`src/rtl/isd_pkg.sv`:
```
// Shared types and constants of the interrupt source dispatcher.
package isd_pkg;

  localparam int unsigned NumSources = 32;
  localparam int unsigned SrcBits    = 5;
  localparam int unsigned TagBits    = 16;

  typedef enum logic [2:0] {
    REQ_REQUEST  = 3'd0,
    REQ_FREE     = 3'd1,
    REQ_ENABLE   = 3'd2,
    REQ_DISABLE  = 3'd3,
    REQ_DISPATCH = 3'd4,
    REQ_QUERY    = 3'd5
  } req_e;

  localparam logic [2:0] ST_OK      = 3'd0;
  localparam logic [2:0] ST_UNKNOWN = 3'd1;
  localparam logic [2:0] ST_BUSY    = 3'd2;
  localparam logic [2:0] ST_OWNER   = 3'd3;
  localparam logic [2:0] ST_DRIVER  = 3'd4;
  localparam logic [2:0] ST_SPUR    = 3'd5;
  localparam logic [2:0] ST_UNREG   = 3'd6;

  localparam logic [1:0] KIND_NONE   = 2'd0;
  localparam logic [1:0] KIND_DRIVER = 2'd1;
  localparam logic [1:0] KIND_SPUR   = 2'd2;

  localparam logic [2:0] FLG_STD     = 3'd1;
  localparam int unsigned FlgLockBit    = 1;
  localparam int unsigned FlgReplaceBit = 2;

  localparam logic [15:0] DepthMax = 16'hffff;

  // input item
  typedef struct packed {
    logic [31:0]        pending_word;
    logic [TagBits-1:0] owner_tag;
    logic [2:0]         request_flags;
    logic               has_handler;
    logic [5:0]         source;
    logic [2:0]         req_type;
  } item_t;

  // result item
  typedef struct packed {
    logic               last;
    logic [1:0]         handler_kind;
    logic [31:0]        spurious_total;
    logic [31:0]        service_count;
    logic [31:0]        mask_word;
    logic [SrcBits-1:0] served_source;
    logic [2:0]         status;
  } result_t;

  // controller commands to the datapath
  typedef struct packed {
    logic load;      // capture input item
    logic exec;      // perform single-result operation
    logic scan;      // service lowest remaining pending bit
  } cmd_t;

  // datapath status to the controller
  typedef struct packed {
    logic is_dispatch;
    logic is_valid_type;
    logic pend_any;
  } stat_t;

endpackage

```
`src/rtl/isd_ctrl.sv`:
```
// Controller state machine of the interrupt source dispatcher.
module isd_ctrl (
  input  logic          clk_i,
  input  logic          rst_ni,
  input  logic          in_valid_i,
  output logic          in_ready_o,
  output logic          res_valid_o,
  input  logic          res_ready_i,
  output isd_pkg::cmd_t cmd_o,
  input  isd_pkg::stat_t stat_i
);
  import isd_pkg::*;

  typedef enum logic [3:0] {
    S_IDLE = 4'b0001,
    S_DEC  = 4'b0010,
    S_SCAN = 4'b0100,
    S_OUT  = 4'b1000
  } state_e;

  state_e state_q, state_d;
  logic   ovalid_q, ovalid_d;
  logic   out_free;

  assign out_free    = !ovalid_q || res_ready_i;
  assign in_ready_o  = (state_q == S_IDLE);
  assign res_valid_o = ovalid_q;

  // next state and commands
  always_comb begin
    state_d  = state_q;
    ovalid_d = ovalid_q && !res_ready_i;
    cmd_o    = '0;
    unique case (state_q)
      S_IDLE: begin
        if (in_valid_i) begin
          cmd_o.load = 1'b1;
          state_d    = S_DEC;
        end
      end
      S_DEC: begin
        if (stat_i.is_dispatch) begin
          state_d = S_SCAN;
        end else if (!stat_i.is_valid_type) begin
          state_d = S_IDLE;
        end else begin
          state_d = S_OUT;
        end
      end
      S_OUT: begin
        if (out_free) begin
          cmd_o.exec = 1'b1;
          ovalid_d   = 1'b1;
          state_d    = S_IDLE;
        end
      end
      S_SCAN: begin
        if (!stat_i.pend_any) begin
          state_d = S_IDLE;
        end else if (out_free) begin
          cmd_o.scan = 1'b1;
          ovalid_d   = 1'b1;
        end
      end
      default: state_d = S_IDLE;
    endcase
  end

  always_ff @(posedge clk_i or negedge rst_ni) begin
    if (!rst_ni) begin
      state_q  <= S_IDLE;
      ovalid_q <= 1'b0;
    end else begin
      state_q  <= state_d;
      ovalid_q <= ovalid_d;
    end
  end

  a_onehot: assert property (@(posedge clk_i) disable iff (!rst_ni) $onehot(state_q))
    else $error("state not one-hot");
  a_one_cmd: assert property (@(posedge clk_i) disable iff (!rst_ni)
    $onehot0({cmd_o.load, cmd_o.exec, cmd_o.scan}))
    else $error("more than one command");
  a_hold: assert property (@(posedge clk_i) disable iff (!rst_ni)
    ovalid_q && !res_ready_i |-> !(cmd_o.exec || cmd_o.scan))
    else $error("result overwritten");
endmodule

```
`config.mk`:
```
export PLATFORM = sky130hd
export DESIGN_NAME = isd_ctrl
export DESIGN_NICKNAME = d
export VERILOG_FILES = /design/src/rtl/isd_pkg.sv /design/src/rtl/isd_ctrl.sv
export SDC_FILE = /design/constraint.sdc
export NUM_CORES = 1
export LEC_CHECK = 0
export BUFFER_PORTS_ARGS = -buffer_cell sky130_fd_sc_hd__buf_2
export CAP_MARGIN = 15
export CORE_AREA = 2 2 39 41
export CTS_CLUSTER_DIAMETER = 120
export CTS_CLUSTER_SIZE = 8
export DETAILED_ROUTE_END_ITERATION = 16
export DIE_AREA = 0 0 41 43
export SLEW_MARGIN = 20
export SYNTH_ARGS = -nofsm -noshare
export SYNTH_HDL_FRONTEND = slang
export SYNTH_SLANG_ARGS = --single-unit
```
`constraint.sdc`:
```
create_clock -name clk_i -period 1.2 [get_ports clk_i]
set_input_delay 0.36 -clock clk_i [delete_from_list [all_inputs] [get_ports clk_i]]
set_output_delay 0.36 -clock clk_i [all_outputs]
set_load 0.01 [all_outputs]
```
## Word level (Yosys, flattened, before mapping)

Cells that the tools add are included.

| storage, ports and cells | value |
|---|---|
| bits in registers | 5 |
| output and inout port bits | 5 |
| logic and storage cells | 29 |

| operators by class | value |
|---|---|
| mux-type cells | 15 |
| reduce and logical (&&, ||, !) cells | 5 |
| equal/unequal tests | 7 |

Operators by type and width:

| cell | count |
|---|---|
| 2-to-1 mux 4 bit | 5 |
| case mux 4 bit (4 select lines) | 1 |
| 2-to-1 mux 1 bit | 8 |
| inequality test 2 bit (second input constant) | 3 |
| == test 4 x 1 -> 1 bit (second input constant) | 1 |
| == test 4 x 2 -> 1 bit (second input constant) | 1 |
| == test 4 x 3 -> 1 bit (second input constant) | 1 |
| == test 4 bit (second input constant) | 1 |
| AND reduction 3 bit | 1 |
| zero test 1 bit | 2 |
| case mux 1 bit (2 select lines) | 1 |
| logical AND 1 bit | 1 |
| logical OR 1 bit | 1 |

## Logic depth before layout (Yosys ltp)

| depth | value |
|---|---|
| word-level depth | 5 |
| mapped depth | 4 |
| depth with buffers taken out | 4 |

## Worst setup path before layout

OpenSTA, ideal clock, no wires.

| timing path | value |
|---|---|
| kind | register to output |
| start | register state_q[0] |
| end | output port cmd_o[2] (netlist bit) |
| cell stages (with the launch flop) | 4 |
| data arrival time | 1,037 ps |
| slack | -197 ps |
| path buffers | 0 |
| required time | 840 ps |
| path through | dfstp_2 > nand2b_1 > nor3_4 > and2_1 |

RTL lines:

| what | RTL line | source |
|---|---|---|
| start, declared | isd_ctrl.sv:21 | `state_e state_q, state_d;` |
| start signal, assigned | isd_ctrl.sv:74 | `state_q <= state_d;` |
| end, declared | isd_ctrl.sv:9 | `output isd_pkg::cmd_t cmd_o,` |

==> qor.txt <==
===================================================================================
Status                                                                 complete, but fails checks
Violated checks                                                        negative setup slack
Clock net sink count                                                              5
Endpoints failing setup                                                           6
DIE WIDTH                                                                     41 um
Biggest cell delay along the critical path                                  0.55 ns
First-pass GRT wire length                                                  1170 um
Path category of the worst min-delay check                             input port to register
Setup slack of the critical path after layout                             -0.396 ns
Remaining routing DRC violations                                                  0
Drt wl/cell                                                                 9.54 um
Dpl cell area                                                              398 um^2
Sequential area share after synthesis                                         45.9%
Effective utilization at floorplan                                            19.9%
Clock buffer count from CTS                                                       3
Worst Path Buf+Inv                                                                1
Placed cell count                                                                61
Crit Path Class                                                        register to output pin
Cell taking the most area after synthesis                              sky130_fd_sc_hd__dfrtp_1
Most area-consuming cells after synthesis                              sky130_fd_sc_hd__dfrtp_1, sky130_fd_sc_hd__dfstp_2, sky130_fd_sc_hd__nor3_4
Fraction of synthesized cell area taken by the top area cell type             36.4%
Power per cell area                                                    1930 nW/um^2
Period utilisation layout                                                      133%
H-tree depth                                                                      1
Commonest non-fill, non-tap cell in the layout                         sky130_fd_sc_hd__buf_2
Cell with the largest stage delay on the worst path                    sky130_fd_sc_hd__dfstp_2
Highest fanout seen on the critical path                                          3
Number of endpoints with negative hold slack in the final report                  0
Final design area excluding fillers                                        492 um^2
Final WL                                                                     649 um
Number of buffer cells added on primary ports                                    11
Post-detailed-route via-to-cell ratio                                          4.21
Routed Antenna Nets                                                               0
Maximum number of pins on one net before global-route repair                      6
Max clock buf depth                                                               2
Drt first pass iters                                                              4
Post-Syn Area                                                              275 um^2
Total I/O pin count                                                              12
Remaining global-route overflow                                                   0
Endpoint class of the critical path                                      output pin
DIE AREA                                                                  1760 um^2
TritonCTS clock tree                                                          built
Vert. Die Dim                                                                 43 um
Total number of vias                                                            286
Transition time of the tightest slew-check pin                             0.199 ns
Largest vdd supply drop                                                    0.789 mV
Final max-slew violation count                                                    0
ANT cells                                                                         0
Launching point of the worst reg2reg path                              state_q[0]$_DFFE_PN1P_
Setup repair after global routing missed its margin                            true
Area growth, synth to finish                                                  78.6%
Antenna violations before repair                                                  0
Fin nets                                                                         60
Clock insertion delay at the later pin of the skew report                   0.23 ns
Post-Synthesis Net Count                                                         35
Crit path required time                                                     0.84 ns
Static Leakage                                                             0.253 nW
Number of placement rows                                                         14
Final weighted congestion of routability-driven global placement              0.679
DP Wirelength                                                                500 um
Most frequent cells in the layout                                      sky130_fd_sc_hd__buf_2, sky130_fd_sc_hd__buf_4, sky130_fd_sc_hd__dfrtp_1, sky130_fd_sc_hd__clkbuf_4
Cell class contributing the biggest share of worst-path delay            flip-flops
Highest attainable clock frequency                                        0.627 GHz
All-Layer GR Usage                                                            10.2%
Worst clock skew                                                        0.000146 ns
Worst path arrival time                                                     1.24 ns
Layout cell share with drive strength beyond 1                                65.4%
Cell chosen for the clock root                                         sky130_fd_sc_hd__clkbuf_4
Synthesized area per cell                                                 9.83 um^2
Post-Synthesis Cells                                                             28
Worst slew margin relative to its limit                                       86.7%
Max-Cap Viols                                                                     0
Critical-path cell list                                                nand2b_4, nor3_4, and2_1, buf_2
Core Footprint                                                            1380 um^2
Via count of the first global-routing pass                                      313
Critical Path Source                                                   state_q[0]$_DFFE_PN1P_
Hold Startpoint                                                          in_valid_i
FF+latch count, synth                                                             5
Min Tclk post-route                                                         1.60 ns
Distinct cell type count after synthesis                                         17
Iter 0 DRT Violations                                                             2
Count of placed standard cells in the final layout, fillers left out             68
Warnings, synthesis                                                               0
Clock Pin Slew Worst Setup and Hold Paths                                   0.04 ns
Launching element type of the critical path                                register
===================================================================================
==> kinds of logic after synthesis <==
kind of cell / Yosys count / synth area share (%)
AO/OA/AOI/OAI: 5 / 10.5
flip-flops: 5 / 45.9
AND/OR/NAND/NOR: 17 / 42.3
buffers and inverters: 1 / 1.36
==> Yosys cell counts (all sizes together) <==
library cell	number
o22ai	1
and2	2
nand2	2
nor2	3
o21ai	3
nor3b	1
nand4b	1
nor3	1
dfstp	1
inv	1
nand3	1
nand3b	2
a211oi	1
nand2b	2
dfrtp	4
nor2b	2
==> metrics by stage <==
stage	hold WS [ns]	total power [mW]	util [%]	setup slack [ns]	TNS [ns]
after CTS	0.298	1.04	37.7	-0.410	-1.76
after global routing	0.316	1.03	35.5	-0.452	-1.83
after detailed placement	0.176	0.588	28.8	-0.201	-0.566
final	0.302	0.950	35.5	-0.396	-1.47
after floorplan	0.0644	0.445	-	-0.197	-0.197
after global placement	0.174	0.586	28.8	-0.185	-0.527
==> per-layer routing <==
layer  track usage (%)  vias up  part of all wire (%)
met5                 0        -                     0
met4              10.0        0                   1.5
met3              1.57        2                   2.8
met2              14.7        3                    58
met1              11.8      137                    38
li1                  -      144                     -
==> cell type report <==
| type | instances | area (um^2) |
|---|---|---|
| fillers | 151 | 892 |
| multi-input cells | 22 | 183 |
| repair buffers | 20 | 133 |
| flip-flops and latches | 5 | 126 |
| clock buffers | 4 | 26.3 |
| well taps | 16 | 20.0 |
| inverters | 1 | 3.75 |
==> timing repair <==
| action | CTS | global route |
|---|---|---|
| hold buffers | 1 | 0 |
| resized for setup | 10 | 4 |
| endpoints found under the setup margin | 5 | 9 |
| pin swaps | 3 | 7 |
| setup buffers | 6 | 1 |
| endpoints found under the hold margin | 4 | 0 |
==> power breakdown <==
group	switching (mW)	internal, mW	total [mW]
Clock	0.0613	0.125	0.186
Combinational	0.197	0.297	0.494
Sequential	0.0471	0.223	0.270
==> flip-flops by register name, indices dropped and copies added, names as in the netlist <==
register and flops:
state_q 4, res_valid_o 1
==> worst paths after layout <==
kind	end	slack (ns)	depth (start not counted)
hold reg to reg	res_valid_o$_DFF_PN0_	0.58	2
min in group asynchronous	res_valid_o$_DFF_PN0_	0.46	2
max in group asynchronous	state_q[0]$_DFFE_PN1P_	0.53	2
setup reg to reg	state_q[3]$_DFFE_PN0P_	-0.02	6
setup / recovery	cmd_o[2]	-0.40	4
hold / removal	state_q[0]$_DFFE_PN1P_	0.30	2
(Power assumes the default switching activity.)
